### src/rtl/core/dataset_overlap_average_macros.svh
// Assertion macros shared by the overlap average block.
`ifndef DATASET_OVERLAP_AVERAGE_MACROS_SVH
`define DATASET_OVERLAP_AVERAGE_MACROS_SVH
`ifndef SYNTHESIS
`define DOA_ASSERT(lbl, clk, rst, prop, msg) \
  lbl: assert property (@(posedge clk) disable iff (rst) prop) else $error(msg);
`define DOA_ASSERT_NEVER(lbl, clk, rst, cond, msg) \
  lbl: assert property (@(posedge clk) disable iff (rst) !(cond)) else $error(msg);
`else
`define DOA_ASSERT(lbl, clk, rst, prop, msg)
`define DOA_ASSERT_NEVER(lbl, clk, rst, cond, msg)
`endif
`endif

### src/rtl/core/doa_pkg.sv
// Types and constants of the overlap average block.
package doa_pkg;

  localparam int COUNT_BITS_DEF = 24;
  localparam int QUEUE_DEPTH = 2;

  localparam logic [30:0] THRESHOLD_RESET = 31'd1;

  localparam logic [1:0] KIND_EMPTY = 2'd0;
  localparam logic [1:0] KIND_ZERO  = 2'd1;
  localparam logic [1:0] KIND_TERM  = 2'd2;

  localparam int DIV_NUM_W = 64;
  localparam int DIV_DEN_W = 33;
  localparam int DIV_STEPS = 33;

  localparam logic [32:0] Q_ONE          = 33'h0_0001_0000;
  localparam logic [32:0] TERM_POS_LIMIT = 33'h0_8001_0000;
  localparam logic [32:0] TERM_NEG_LIMIT = 33'h0_7FFE_FFFF;
  localparam logic [32:0] MEAN_NEG_LIMIT = 33'h0_8000_0000;
  localparam logic [32:0] MEAN_POS_LIMIT = 33'h0_7FFF_FFFF;

  typedef struct packed {
    logic [1:0]  kind;
    logic        last;
    logic        den_neg;
    logic [32:0] diff_mag;
    logic [32:0] den_mag;
  } entry_t;

  typedef struct packed {
    logic                 start;
    logic [DIV_NUM_W-1:0] num;
    logic [DIV_DEN_W-1:0] den;
  } div_req_t;

  typedef struct packed {
    logic                 busy;
    logic                 done;
    logic                 ovf;
    logic [DIV_STEPS-1:0] quo;
  } div_res_t;

endpackage

### src/rtl/core/dataset_overlap_average.sv
// Overlap average of two paired Q16.16 data sets.
//
// Input stream s_*: one transfer per sample pair, tdata = {value_b, value_a},
// tlast marks the final pair of a data set. Output stream m_*: one transfer
// per data set, tdata = {zeros, points_empty, points_used, overlap}.
// cfg_*: write of small_threshold (31 bits), always ready; write it only
// while the block is idle.
// Pairs are classified on arrival and held in a two-entry queue; the back
// end takes one pair at a time. A pair with a quotient term occupies the
// back end for a pop, a divider range check, 33 radix-2 steps and the add
// of the term; a skipped or zero-term pair needs only the pop. After the
// final pair the back end runs the mean divide and registers the result
// (zero, with no divide, when no pair was counted). The input keeps accepting
// while the queue has room, also while a result waits on a stalled receiver;
// the back end holds only when it has a new result and the output register
// is still full.
// Reset clears the sums, the counts, the queue and the output valid and
// sets small_threshold to one LSB; no clearing pass follows.
module dataset_overlap_average #(
  parameter int COUNT_BITS = doa_pkg::COUNT_BITS_DEF
) (
  input  logic        clk,
  input  logic        rst,
  input  logic        s_tvalid,
  output logic        s_tready,
  input  logic [63:0] s_tdata,   // value_a [31:0], value_b [63:32]
  input  logic        s_tlast,
  output logic        m_tvalid,
  input  logic        m_tready,
  output logic [87:0] m_tdata,   // overlap [31:0], points_used [56:32], points_empty [81:57]
  input  logic        cfg_valid,
  output logic        cfg_ready,
  input  logic [30:0] cfg_data   // small_threshold [30:0]
);

  logic [30:0]       small_threshold;
  logic              q_full;
  logic              q_empty;
  logic              q_push;
  logic              q_pop;
  doa_pkg::entry_t   q_entry;
  doa_pkg::entry_t   q_head;
  doa_pkg::div_req_t div_req;
  doa_pkg::div_res_t div_res;
  logic [31:0]       overlap;
  logic [24:0]       points_used;
  logic [24:0]       points_empty;

  assign cfg_ready = 1'b1;
  assign m_tdata   = {6'd0, points_empty, points_used, overlap};

  always_ff @(posedge clk) begin
    if (rst) begin
      small_threshold <= doa_pkg::THRESHOLD_RESET;
    end else if (cfg_valid && cfg_ready) begin
      small_threshold <= cfg_data;
    end
  end

  doa_front u_front (
    .s_tvalid        (s_tvalid),
    .s_tready        (s_tready),
    .value_a         (s_tdata[31:0]),
    .value_b         (s_tdata[63:32]),
    .last            (s_tlast),
    .small_threshold (small_threshold),
    .q_full          (q_full),
    .q_push          (q_push),
    .q_entry         (q_entry)
  );

  doa_queue #(
    .DEPTH (doa_pkg::QUEUE_DEPTH)
  ) u_queue (
    .clk        (clk),
    .rst        (rst),
    .push       (q_push),
    .push_entry (q_entry),
    .pop        (q_pop),
    .head       (q_head),
    .full       (q_full),
    .empty      (q_empty)
  );

  doa_div u_div (
    .clk (clk),
    .rst (rst),
    .req (div_req),
    .res (div_res)
  );

  doa_back #(
    .COUNT_BITS (COUNT_BITS)
  ) u_back (
    .clk          (clk),
    .rst          (rst),
    .q_empty      (q_empty),
    .q_head       (q_head),
    .q_pop        (q_pop),
    .div_req      (div_req),
    .div_res      (div_res),
    .m_tvalid     (m_tvalid),
    .m_tready     (m_tready),
    .overlap      (overlap),
    .points_used  (points_used),
    .points_empty (points_empty)
  );

endmodule

### src/rtl/core/doa_front.sv
// Front end: accept sample pairs and classify them for the queue.
module doa_front (
  input  logic             s_tvalid,
  output logic             s_tready,
  input  logic [31:0]      value_a,
  input  logic [31:0]      value_b,
  input  logic             last,
  input  logic [30:0]      small_threshold,
  input  logic             q_full,
  output logic             q_push,
  output doa_pkg::entry_t  q_entry
);

  logic [32:0] a_ext;
  logic [32:0] b_ext;
  logic [32:0] a_mag;
  logic [32:0] b_mag;
  logic [32:0] den;
  logic [32:0] diff;
  logic [32:0] den_mag;
  logic [32:0] diff_mag;
  logic [32:0] thr_ext;
  logic        is_empty;
  logic        is_zero;

  always_comb begin
    a_ext    = {value_a[31], value_a};
    b_ext    = {value_b[31], value_b};
    a_mag    = value_a[31] ? (33'd0 - a_ext) : a_ext;
    b_mag    = value_b[31] ? (33'd0 - b_ext) : b_ext;
    den      = a_ext + b_ext;
    diff     = a_ext - b_ext;
    den_mag  = den[32] ? (33'd0 - den) : den;
    diff_mag = diff[32] ? (33'd0 - diff) : diff;
    thr_ext  = {2'b00, small_threshold};
    is_empty = (a_mag < thr_ext) && (b_mag < thr_ext);
    is_zero  = (den == 33'd0) || (den_mag < thr_ext);
  end

  always_comb begin
    s_tready         = !q_full;
    q_push           = s_tvalid && !q_full;
    q_entry.last     = last;
    q_entry.den_neg  = den[32];
    q_entry.diff_mag = diff_mag;
    q_entry.den_mag  = den_mag;
    if (is_empty) begin
      q_entry.kind = doa_pkg::KIND_EMPTY;
    end else if (is_zero) begin
      q_entry.kind = doa_pkg::KIND_ZERO;
    end else begin
      q_entry.kind = doa_pkg::KIND_TERM;
    end
  end

endmodule

### src/rtl/core/doa_queue.sv
// Short queue of classified pairs between front and back end.
`include "dataset_overlap_average_macros.svh"
module doa_queue #(
  parameter int DEPTH = doa_pkg::QUEUE_DEPTH
) (
  input  logic            clk,
  input  logic            rst,
  input  logic            push,
  input  doa_pkg::entry_t push_entry,
  input  logic            pop,
  output doa_pkg::entry_t head,
  output logic            full,
  output logic            empty
);

  localparam int PTR_W = (DEPTH > 1) ? $clog2(DEPTH) : 1;
  localparam int CNT_W = $clog2(DEPTH + 1);

  doa_pkg::entry_t  mem [DEPTH];
  logic [PTR_W-1:0] wr_ptr;
  logic [PTR_W-1:0] rd_ptr;
  logic [CNT_W-1:0] count;

  always_comb begin
    full  = (count == CNT_W'(DEPTH));
    empty = (count == '0);
    head  = mem[rd_ptr];
  end

  always_ff @(posedge clk) begin
    if (push) begin
      mem[wr_ptr] <= push_entry;
    end
  end

  always_ff @(posedge clk) begin
    if (rst) begin
      wr_ptr <= '0;
      rd_ptr <= '0;
      count  <= '0;
    end else begin
      if (push) begin
        wr_ptr <= (wr_ptr == PTR_W'(DEPTH - 1)) ? '0 : wr_ptr + 1'b1;
      end
      if (pop) begin
        rd_ptr <= (rd_ptr == PTR_W'(DEPTH - 1)) ? '0 : rd_ptr + 1'b1;
      end
      if (push && !pop) begin
        count <= count + 1'b1;
      end else if (pop && !push) begin
        count <= count - 1'b1;
      end
    end
  end

  `DOA_ASSERT_NEVER(a_no_overflow, clk, rst, push && full, "push into full queue")
  `DOA_ASSERT_NEVER(a_no_underflow, clk, rst, pop && empty, "pop from empty queue")

endmodule

### src/rtl/core/doa_div.sv
// Radix-2 restoring divider with a 33-bit quotient and overflow flag.
`include "dataset_overlap_average_macros.svh"
module doa_div (
  input  logic              clk,
  input  logic              rst,
  input  doa_pkg::div_req_t req,
  output doa_pkg::div_res_t res
);

  localparam logic [1:0] DV_IDLE  = 2'd0;
  localparam logic [1:0] DV_CHECK = 2'd1;
  localparam logic [1:0] DV_RUN   = 2'd2;

  localparam int NW = doa_pkg::DIV_NUM_W;
  localparam int DW = doa_pkg::DIV_DEN_W;
  localparam int QW = doa_pkg::DIV_STEPS;
  localparam int CW = $clog2(QW);

  logic [1:0]    state;
  logic [NW-1:0] num_r;
  logic [DW-1:0] den_r;
  logic [DW-1:0] rem;
  logic [QW-1:0] quo;
  logic [CW-1:0] cnt;
  logic          ovf_r;
  logic          done_r;
  logic [DW:0]   trial;
  logic          ge;
  logic          too_big;

  always_comb begin
    trial   = {rem, quo[QW-1]};
    ge      = (trial >= {1'b0, den_r});
    too_big = ({2'b00, num_r} >= {den_r, {QW{1'b0}}});
    res.busy = (state != DV_IDLE);
    res.done = done_r;
    res.ovf  = ovf_r;
    res.quo  = quo;
  end

  always_ff @(posedge clk) begin
    unique case (state)
      DV_IDLE: begin
        if (req.start) begin
          num_r <= req.num;
          den_r <= req.den;
        end
      end
      DV_CHECK: begin
        ovf_r <= too_big;
        rem   <= DW'(num_r[NW-1:QW]);
        quo   <= num_r[QW-1:0];
        cnt   <= '0;
      end
      DV_RUN: begin
        rem <= ge ? DW'(trial - {1'b0, den_r}) : trial[DW-1:0];
        quo <= {quo[QW-2:0], ge};
        cnt <= cnt + 1'b1;
      end
      default: begin
      end
    endcase
  end

  always_ff @(posedge clk) begin
    if (rst) begin
      state  <= DV_IDLE;
      done_r <= 1'b0;
    end else begin
      done_r <= 1'b0;
      unique case (state)
        DV_IDLE: begin
          if (req.start) begin
            state <= DV_CHECK;
          end
        end
        DV_CHECK: begin
          if (too_big) begin
            done_r <= 1'b1;
            state  <= DV_IDLE;
          end else begin
            state <= DV_RUN;
          end
        end
        DV_RUN: begin
          if (cnt == CW'(QW - 1)) begin
            done_r <= 1'b1;
            state  <= DV_IDLE;
          end
        end
        default: begin
          state <= DV_IDLE;
        end
      endcase
    end
  end

  `DOA_ASSERT(a_rem_below, clk, rst, state == DV_RUN |-> rem < den_r, "remainder not below divisor")
  `DOA_ASSERT(a_done_after_work, clk, rst, done_r |-> $past(state) != DV_IDLE, "done without work")

endmodule

### src/rtl/core/doa_back.sv
// Back end: accumulate terms, count pairs and emit the mean on the last pair.
`include "dataset_overlap_average_macros.svh"
module doa_back #(
  parameter int COUNT_BITS = doa_pkg::COUNT_BITS_DEF
) (
  input  logic              clk,
  input  logic              rst,
  input  logic              q_empty,
  input  doa_pkg::entry_t   q_head,
  output logic              q_pop,
  output doa_pkg::div_req_t div_req,
  input  doa_pkg::div_res_t div_res,
  output logic              m_tvalid,
  input  logic              m_tready,
  output logic [31:0]       overlap,
  output logic [24:0]       points_used,
  output logic [24:0]       points_empty
);

  localparam logic [2:0] ST_IDLE   = 3'd0;
  localparam logic [2:0] ST_TERM   = 3'd1;
  localparam logic [2:0] ST_FINISH = 3'd2;
  localparam logic [2:0] ST_MEAN   = 3'd3;
  localparam logic [2:0] ST_EMIT   = 3'd4;

  localparam int CNT_W = COUNT_BITS + 1;

  logic [2:0]       state;
  logic [63:0]      term_sum;
  logic [CNT_W-1:0] used_count;
  logic [CNT_W-1:0] empty_count;
  logic             den_neg_r;
  logic             last_r;
  logic             sum_neg_r;
  logic [31:0]      res_r;
  logic             used_sat;
  logic             empty_sat;
  logic             out_free;
  logic [63:0]      sum_mag;
  logic [31:0]      term_val;
  logic [31:0]      mean_val;

  always_comb begin
    used_sat  = used_count[COUNT_BITS];
    empty_sat = empty_count[COUNT_BITS];
    out_free  = !m_tvalid || m_tready;
    sum_mag   = term_sum[63] ? (64'd0 - term_sum) : term_sum;
    q_pop     = (state == ST_IDLE) && !q_empty;

    if (den_neg_r) begin
      term_val = (div_res.ovf || div_res.quo > doa_pkg::TERM_NEG_LIMIT) ? 32'h7FFF_FFFF
               : 32'(doa_pkg::Q_ONE + div_res.quo);
    end else begin
      term_val = (div_res.ovf || div_res.quo > doa_pkg::TERM_POS_LIMIT) ? 32'h8000_0000
               : 32'(doa_pkg::Q_ONE - div_res.quo);
    end

    if (sum_neg_r) begin
      mean_val = (div_res.ovf || div_res.quo > doa_pkg::MEAN_NEG_LIMIT) ? 32'h8000_0000
               : 32'(33'd0 - div_res.quo);
    end else begin
      mean_val = (div_res.ovf || div_res.quo > doa_pkg::MEAN_POS_LIMIT) ? 32'h7FFF_FFFF
               : div_res.quo[31:0];
    end

    div_req.start = 1'b0;
    div_req.num   = {15'd0, q_head.diff_mag, 16'd0};
    div_req.den   = q_head.den_mag;
    if (state == ST_FINISH) begin
      div_req.num   = sum_mag;
      div_req.den   = doa_pkg::DIV_DEN_W'(used_count);
      div_req.start = (used_count != '0);
    end else if (q_pop && q_head.kind == doa_pkg::KIND_TERM && !used_sat) begin
      div_req.start = 1'b1;
    end
  end

  always_ff @(posedge clk) begin
    if (rst) begin
      state       <= ST_IDLE;
      term_sum    <= '0;
      used_count  <= '0;
      empty_count <= '0;
      m_tvalid    <= 1'b0;
    end else begin
      if (state == ST_EMIT && out_free) begin
        m_tvalid <= 1'b1;
      end else if (m_tready) begin
        m_tvalid <= 1'b0;
      end
      unique case (state)
        ST_IDLE: begin
          if (!q_empty) begin
            last_r    <= q_head.last;
            den_neg_r <= q_head.den_neg;
            state     <= q_head.last ? ST_FINISH : ST_IDLE;
            unique case (q_head.kind)
              doa_pkg::KIND_EMPTY: begin
                if (!empty_sat) begin
                  empty_count <= empty_count + 1'b1;
                end
              end
              doa_pkg::KIND_ZERO: begin
                if (!used_sat) begin
                  used_count <= used_count + 1'b1;
                end
              end
              doa_pkg::KIND_TERM: begin
                if (!used_sat) begin
                  used_count <= used_count + 1'b1;
                  state      <= ST_TERM;
                end
              end
              default: begin
              end
            endcase
          end
        end
        ST_TERM: begin
          if (div_res.done) begin
            term_sum <= term_sum + {{32{term_val[31]}}, term_val};
            state    <= last_r ? ST_FINISH : ST_IDLE;
          end
        end
        ST_FINISH: begin
          sum_neg_r <= term_sum[63];
          if (used_count == '0) begin
            res_r <= '0;
            state <= ST_EMIT;
          end else begin
            state <= ST_MEAN;
          end
        end
        ST_MEAN: begin
          if (div_res.done) begin
            res_r <= mean_val;
            state <= ST_EMIT;
          end
        end
        ST_EMIT: begin
          if (out_free) begin
            term_sum    <= '0;
            used_count  <= '0;
            empty_count <= '0;
            state       <= ST_IDLE;
          end
        end
        default: begin
          state <= ST_IDLE;
        end
      endcase
    end
  end

  always_ff @(posedge clk) begin
    if (state == ST_EMIT && out_free) begin
      overlap      <= res_r;
      points_used  <= 25'(used_count);
      points_empty <= 25'(empty_count);
    end
  end

  `DOA_ASSERT(a_div_free, clk, rst, div_req.start |-> !div_res.busy, "divider started while busy")
  `DOA_ASSERT_NEVER(a_used_cap, clk, rst, used_sat && (|used_count[COUNT_BITS-1:0]), "used count past cap")
  `DOA_ASSERT_NEVER(a_empty_cap, clk, rst, empty_sat && (|empty_count[COUNT_BITS-1:0]), "empty count past cap")
  `DOA_ASSERT(a_clear, clk, rst, (state == ST_EMIT && out_free) |=> (m_tvalid && used_count == '0 && empty_count == '0 && term_sum == '0), "state not cleared after result")

endmodule
### config.mk
export PLATFORM = sky130hd
export DESIGN_NAME = dataset_overlap_average
export DESIGN_NICKNAME = d
export VERILOG_FILES = /design/src/rtl/core/doa_pkg.sv /design/src/rtl/core/dataset_overlap_average.sv /design/src/rtl/core/doa_front.sv /design/src/rtl/core/doa_queue.sv /design/src/rtl/core/doa_div.sv /design/src/rtl/core/doa_back.sv
export VERILOG_INCLUDE_DIRS = /design/src /design/src/rtl/core
export SDC_FILE = /design/constraint.sdc
export NUM_CORES = 2
export LEC_CHECK = 0
export BUFFER_PORTS_ARGS = -buffer_cell sky130_fd_sc_hd__buf_2
export CELL_PAD_IN_SITES_DETAIL_PLACEMENT = 0
export CELL_PAD_IN_SITES_GLOBAL_PLACEMENT = 1
export CORE_ASPECT_RATIO = 1.4
export CORE_MARGIN = 2
export CORE_UTILIZATION = 49
export DETAILED_ROUTE_END_ITERATION = 12
export PLACE_DENSITY_LB_ADDON = 0.1
export SETUP_SLACK_MARGIN = 0.1
export SLEW_MARGIN = 10
export SYNTH_ARGS = -nofsm -noshare
export SYNTH_HDL_FRONTEND = slang
export SYNTH_SLANG_ARGS = --single-unit
### constraint.sdc
create_clock -name clk -period 8 [get_ports clk]
set_input_delay 0.4 -clock clk [delete_from_list [all_inputs] [get_ports clk]]
set_output_delay 0.4 -clock clk [all_outputs]
set_load 0.01 [all_outputs]
# == After elaboration in Yosys (flattened, before gate mapping) ==
# Memories as Yosys holds them, arrays and structs flattened. A register that Yosys moved wholly into a read port is not among the register bits.
# Cells that the tools add are included.
# op_classes
add_sub_neg,19
eq_ne,21
n_bitwise,2
mux,62
order_cmp,9
n_reduce_logical,46
# ops
op,n
32-bit 2-to-1 mux,8
25-bit 2-to-1 mux,7
33-bit 2-to-1 mux,5
33-bit case mux with 2 select lines,2
64-bit 2-to-1 mux,2
64-bit case mux with 2 select lines,1
25-bit case mux with 2 select lines,2
33-bit by 31-bit < comparator with 1-bit output,3
82-bit 2-to-1 mux,1
64-bit by 66-bit >= comparator with 1-bit output,1
33-bit by 31-bit > comparator with 1-bit output (second input constant),2
33-bit by 32-bit > comparator with 1-bit output (second input constant),2
1-bit by 32-bit subtractor with 33-bit output (first input constant),2
1-bit by 33-bit subtractor with 33-bit output (first input constant),2
64-bit adder,1
32-bit case mux with 2 select lines,1
1-bit by 64-bit subtractor with 64-bit output (first input constant),1
63-bit 2-to-1 mux,1
25-bit by 1-bit adder with 25-bit output (second input constant),2
34-bit by 33-bit >= comparator with 1-bit output,1
32-bit by 32-bit adder with 33-bit output,1
33-bit logical NOT,1
32-bit by 32-bit subtractor with 33-bit output,1
33-bit subtractor,1
36 further kinds,108
# word_totals
reg_bits,443
input_bits,101
output_inout_bits,91
elab_cells,189
ram_bits,140
mem_count,1
# memory_table
name,depth,width,read_ports,rd_ports_with_merged_regs,write_ports,line,source
u_queue.mem,2,70,1,1,1,doa_queue.sv:19,doa_pkg::entry_t mem [DEPTH];

# == Longest topological paths before layout ==
# logic_depth
word_depth,9
ltp_mapped,29
depth_no_buf,27

# == Modules after synthesis ==
# Synthesis repeated with hierarchy kept, for this count alone.
# hier_totals
hier_cells,4460
hier_area_um2,41005.6
# by_module_without_submodules
module,seq_area_each_um2,area_each_um2,instances,cells_each
doa_back,5875.6,16831.1,1,2112
doa_div,5165.0,9315.2,1,794
doa_front,0.0,8398.1,1,1205
doa_queue,4304.1,5283.8,1,240
dataset_overlap_average,620.6,1177.4,1,109

# == Worst setup path before layout ==
# OpenSTA, ideal clock, no wires.
# synth_timing
path_kind,register to register
startpoint,register with a tool-made name
endpoint,"register u_div.den_r[0], enable pin"
t_arrival_ns,6.474
slack_ns,0.961
n_path_buf,3
setup_time_ns,0.565
stages_incl_launch_ff,9
period_less_slack_ns,7.039
t_required_ns,7.435
path_cell_list,dfxtp_1 clkbuf_1 clkbuf_1 buf_1 mux2i_1 ha_1 nor2b_1 a22oi_1 nor2b_1
# synth_lines
element,line,source
end signal: assignment,doa_div.sv:46,den_r <= req.den;
end: declaration,doa_div.sv:21,logic [DW-1:0] den_r;

# == Final worst setup path ==
# layout_timing
startpoint,register u_div.quo[27]
endpoint,register u_back.term_sum[60]
# layout_between
elab_chain_len,7
word_cells_on_any_way,12
cone_classes,3 x add/sub; 2 x order compare; 5 x mux; 2 x reduce/logical
# layout_rtl
element,line,source
start: declaration,doa_div.sv:23,logic [QW-1:0] quo;
start signal: assignment,doa_div.sv:52,quo <= num_r[QW-1:0];
start signal: assignment,doa_div.sv:57,"quo <= {quo[QW-2:0], ge};"
33-bit by 32-bit > comparator with 1-bit output / 33-bit by 31-bit > comparator with 1-bit output (equally long branches),"doa_back.sv:54, doa_back.sv:51",
"1-bit logical OR, on equally long branches","doa_back.sv:54, doa_back.sv:51",
"32-bit 2-to-1 mux, on equally long branches","doa_back.sv:54, doa_back.sv:51",
32-bit 2-to-1 mux *,doa_back.sv:50,if (den_neg_r) begin
64-bit adder *,doa_back.sv:121,"term_sum <= term_sum + {{32{term_val[31]}}, term_val};"
64-bit 2-to-1 mux *,doa_back.sv:120,if (div_res.done) begin
64-bit case mux with 2 select lines *,doa_back.sv:91,unique case (state)
end signal: assignment,doa_back.sv:121,
end: declaration,doa_back.sv:29,logic [63:0] term_sum;
# Every way passes the cells marked *; elsewhere a longest branch is shown, timed or not. The select of a mux whose other input is x is not followed.
# A chain may end at the register's enable or synchronous reset.

==> run summary <==
## Critical path
* **class of the most critical setup path** register to register
* **most used cell, CP** sky130_fd_sc_hd__o21ai_0
* **biggest fanout along the worst timing path** 13
* **RR Startpoint** u_div.quo[27]$_DFFE_PP_
* **slowest library cell on the worst path** sky130_fd_sc_hd__a2111oi_0
* **arrival time at the worst endpoint** 7.73 ns
* **number of cells on the worst reg-to-reg path** 20
* **required time at the endpoint of the critical path** 8.56 ns
* **startpoint types** register
* **crit path buf inv count** 0
* **cell family with the largest share of critical-path delay** compound AO/OA/AOI/OAI gates
* **endpoint class of the critical path** register
* **critical path cell sequence** nor4_1 -> nand2_1 -> or4b_1 -> o21ai_0 -> o21a_1 -> nand2_1 -> o311ai_0 -> ha_1 -> a21oi_1 -> o21ai_0 -> a21oi_1 -> a2111oi_0 -> o21ai_0 -> a21o_1 -> nand3_1 -> a32o_1 -> a31oi_1 -> o21bai_1 -> xor2_1 -> a22o_1
* **slack of the worst reg-to-reg path** 0.83 ns
* **capture instance of the worst register-to-register path** u_back.term_sum[60]$_SDFFE_PP0P_
* **maximum single-stage delay on the critical path** 0.81 ns
* **start point of the critical path** u_div.quo[27]$_DFFE_PP_

## Min path
* **number of cells on the worst hold path** 4
* **start point of the worst min-delay path** s_tvalid
* **Worst Hold Endpoint** u_queue.wr_ptr$_SDFFE_PP0P_
* **Hold/Removal Path Class** primary input to register

## Synth
* **cell types occupying the most area after synthesis** sky130_fd_sc_hd__edfxtp_1 32%, sky130_fd_sc_hd__ha_1 9.6%, sky130_fd_sc_hd__dfxtp_1 7.9%
* **Primary FF master, synth** sky130_fd_sc_hd__edfxtp_1
* **synthesis-stage register bit count** 582
* **yosys synthesis warning count** 0
* **sequential-to-total area share from yosys stat** 40.1%
* **Post-Synthesis Cells** 4219
* **post-synth cell types** 101
* **async set or reset register ratio after synthesis** 0%
* **Post-Syn Area** 0.0396 mm²
* **cell taking the most area after synthesis** sky130_fd_sc_hd__edfxtp_1
* **EDFF count, synth** 425
* **mean instance size in the synthesized netlist** 9.40 µm²
* **fraction of synthesized cell area taken by the top area cell type** 32.2%

## Timing
* **final-layout setup total negative slack** 0 ns
* **RSZ-0062 raised after global routing** false
* **Setup Skew** 0.0737 ns
* **Slew Limit Fails** 0
* **highest clock rate** 139 MHz
* **worst slew pin tran** 1.07 ns
* **final-layout worst hold slack** 0.196 ns
* **remaining max-slew budget at the tightest pin** 28.9%
* **crit path time final** 7.17 ns
* **endpoints failing setup** 0
* **Fin. Hold Viols** 0
* **final worst-path cycle share** 89.7%

## Global route
* **global-route wire length before repair** 185 mm
* **global route total overflow** 0
* **Total Routing Usage GR** 28.5%
* **antenna violations before repair** 2
* **pin count of the biggest net entering global routing** 80
* **vias in the first global route** 31600

## Floorplanning
* **effective utilization at floorplan** 49.4%
* **die span in y** 341 µm
* **floorplan core area** 0.0802 mm²
* **die area** 0.0832 mm²
* **count of pins on the block boundary** 192
* **number of standard-cell rows in the floorplan** 123
* **chip width** 244 µm

## Power
* **Static Leakage** 17.0 nW
* **maximum ir drop on the vdd rail** 0.176 mV
* **Cell Pwr Density** 270 mW/mm²
* **total design power** 11.8 mW

## Route
* **number of vias per cell after detailed routing** 5.96
* **number of optimization iterations in the first detailed-route pass** 5
* **Via Count** 32500
* **number of DRC markers after the initial detailed-route iteration** 1989
* **Routed WL** 121 mm
* **number of nets still failing antenna checks after routing** 0
* **DRC violations left** 0
* **average detailed-routed wire length per instance** 22.2 µm

## Clock tree
* **H-tree levels** 2
* **number of clock sinks** 582
* **clock root buffer master** sky130_fd_sc_hd__clkbuf_16
* **number of clock buffers inserted by TritonCTS** 59
* **TritonCTS clock tree** done
* **clk slew on worst S/H paths** 0.07 ns
* **maximum buffer depth of the clock tree** 3
* **Worst-Skew Late Latency** 0.70 ns
* **number of setup buffers added after CTS** 0

## Cells and area
* **summed area of non-filler cells in the final layout** 0.0439 mm²
* **layout overhead on the synthesized area** 10.6%
* **layout cells sized above 1** 10.1%
* **fin nets** 4739

## Place
* **routability congestion estimate from global placement** 0.972
* **standard cell area after detailed placement** 0.0414 mm²
* **Final HPWL DP** 93.3 mm
* **Port Buffers** 184

## Run status
* **run status** completed

## Job
* **number of max-cap violations** 0

[worst register-to-register path, stage by stage (launching register included)]
cell,delay (ns)
sky130_fd_sc_hd__edfxtp_1,0.55
sky130_fd_sc_hd__nor4_1,0.57
sky130_fd_sc_hd__nand2_1,0.20
sky130_fd_sc_hd__or4b_1,0.59
sky130_fd_sc_hd__o21ai_0,0.23
sky130_fd_sc_hd__o21a_1,0.31
sky130_fd_sc_hd__nand2_1,0.32
sky130_fd_sc_hd__o311ai_0,0.80
sky130_fd_sc_hd__ha_1,0.32
sky130_fd_sc_hd__a21oi_1,0.08
sky130_fd_sc_hd__o21ai_0,0.33
sky130_fd_sc_hd__a21oi_1,0.19
sky130_fd_sc_hd__a2111oi_0,0.81
sky130_fd_sc_hd__o21ai_0,0.31
sky130_fd_sc_hd__a21o_1,0.27
sky130_fd_sc_hd__nand3_1,0.19
sky130_fd_sc_hd__a32o_1,0.32
sky130_fd_sc_hd__a31oi_1,0.20
sky130_fd_sc_hd__o21bai_1,0.21
sky130_fd_sc_hd__xor2_1,0.08
sky130_fd_sc_hd__a22o_1,0.19
[placed cells by master, fill, tap and decap left out, types with 24 or more instances in the layout]
master	netlist	routed
sky130_fd_sc_hd__a211oi_1	34	34
sky130_fd_sc_hd__a21o_1	120	120
sky130_fd_sc_hd__a21oi_1	309	309
sky130_fd_sc_hd__a221oi_1	31	31
sky130_fd_sc_hd__a22oi_1	27	27
sky130_fd_sc_hd__a31oi_1	32	32
sky130_fd_sc_hd__and3_1	26	24
sky130_fd_sc_hd__buf_2	21	183
sky130_fd_sc_hd__buf_4	9	40
sky130_fd_sc_hd__clkbuf_16	0	62
sky130_fd_sc_hd__dfxtp_1	157	155
sky130_fd_sc_hd__dlygate4sd3_1	0	33
sky130_fd_sc_hd__edfxtp_1	425	425
sky130_fd_sc_hd__ha_1	303	301
sky130_fd_sc_hd__inv_1	187	186
sky130_fd_sc_hd__mux2_2	38	38
sky130_fd_sc_hd__mux2i_1	130	130
sky130_fd_sc_hd__nand2_1	318	317
sky130_fd_sc_hd__nand2b_1	52	52
sky130_fd_sc_hd__nand3_1	103	103
sky130_fd_sc_hd__nand4_1	68	68
sky130_fd_sc_hd__nor2_1	399	395
sky130_fd_sc_hd__nor2b_1	43	42
sky130_fd_sc_hd__nor3_1	75	74
sky130_fd_sc_hd__nor4_1	45	45
sky130_fd_sc_hd__o21ai_0	268	267
sky130_fd_sc_hd__o31ai_1	50	50
sky130_fd_sc_hd__or3_1	50	50
sky130_fd_sc_hd__or4_1	27	27
sky130_fd_sc_hd__xnor2_1	236	236
sky130_fd_sc_hd__xor2_1	109	109
[per-layer routing]
metal / share of wire, % / GRT usage (%) / up-vias / wire length (µm)
li1: - / - / 15800 / -
met1: 39 / 32.9 / 15500 / 47000
met2: 50 / 51.3 / 893 / 60900
met3: 3.8 / 2.52 / 241 / 4600
met4: 6.9 / 17.2 / 0 / 8290
met5: 0 / 0 / - / 0
[how the worst max path moves through the flow]
stage                                  endpoint  slack, ns  depth (start not counted)
2_1_floorplan          u_div.den_r[0]$_DFFE_PP_       0.96                          8
3_3_place_gp   u_back.term_sum[59]$_SDFFE_PP0P_       0.98                         27
3_5_place_dp   u_back.term_sum[59]$_SDFFE_PP0P_       0.93                         27
6_report       u_back.term_sum[60]$_SDFFE_PP0P_       0.83                         20
5_1_grt        u_back.term_sum[59]$_SDFFE_PP0P_       0.27                         27
4_1_cts        u_back.term_sum[59]$_SDFFE_PP0P_       0.92                         27
[cell type report]
class	instances	area (µm²)
Clock buffer	82	1740
Tap cell	1062	1330
Sequential cell	582	15900
Clock inverter	30	362
Multi-Input combinational cell	3242	22300
Inverter	190	714
Antenna cell	1	2.50
Fill cell	7376	36300
Timing Repair Buffer	256	1550
[power breakdown]
part,internal (mW),switching (mW),leakage (nW)
sequential,4.05,0.407,5.14
combinational,1.61,2.83,10.8
clock,1.67,1.27,1.01
[cell usage after synthesis (38+ instances only)]
library cell and count:
sky130_fd_sc_hd__clkbuf_1 167, sky130_fd_sc_hd__or3_1 50, sky130_fd_sc_hd__xor2_1 109, sky130_fd_sc_hd__xnor2_1 236
sky130_fd_sc_hd__nor2_1 399, sky130_fd_sc_hd__nor2b_1 43, sky130_fd_sc_hd__a21o_1 120, sky130_fd_sc_hd__dfxtp_1 157
sky130_fd_sc_hd__o31ai_1 50, sky130_fd_sc_hd__nor4_1 45, sky130_fd_sc_hd__mux2i_1 130, sky130_fd_sc_hd__ha_1 303
sky130_fd_sc_hd__nand2_1 318, sky130_fd_sc_hd__edfxtp_1 425, sky130_fd_sc_hd__mux2_2 38, sky130_fd_sc_hd__nor3_1 75
sky130_fd_sc_hd__nand2b_1 52, sky130_fd_sc_hd__a21oi_1 309, sky130_fd_sc_hd__o21ai_0 268, sky130_fd_sc_hd__nand4_1 68
sky130_fd_sc_hd__inv_1 187, sky130_fd_sc_hd__nand3_1 103
[flip-flops by register name (all words and copies together), names as in the netlist, 3 cells and up, named ones only]
signal	cells
u_queue.mem	138
u_back.term_sum	64
u_div.num_r	64
u_div.den_r	33
u_div.quo	33
u_div.rem	33
u_back.overlap	32
u_back.res_r	32
small_threshold	31
u_back.empty_count	25
u_back.points_empty	25
u_back.points_used	25
u_back.used_count	25
u_div.cnt	6
u_back.state	3
[metrics by stage]
| stage | utilization, % | instances | setup slack, ns |
|---|---|---|---|
| 6_report | 54.7 | 5445 | 0.828 |
| 3_5_place_dp | 51.7 | 5299 | 0.929 |
| 2_1_floorplan | - | 4224 | 0.961 |
| 5_1_grt | 54.7 | 5445 | 0.269 |
| 4_1_cts | 54.7 | 5444 | 0.924 |
| 3_3_place_gp | 51.7 | 5299 | 0.984 |
[cell families after synthesis]
family                   count (synthesis)  synth area share [%]
adder cells (fa/ha/maj)                307                  9.77
AND/OR/NAND/NOR                       1309                  16.1
other                                    2                0.0189
AO/OA/AOI/OAI                         1106                  18.0
flip-flops                             582                  40.1
XOR/XNOR                               345                  7.62
multiplexers                           168                  4.36
buffers and inverters                  400                  3.96
[repair_timing]
action	4_1_cts	5_1_grt
setup endpoints to repair	0	0
hold buffers	33	0
gates resized for setup	0	0
endpoints found under the hold margin	35	0
Power figures use the tool's default switching activity.
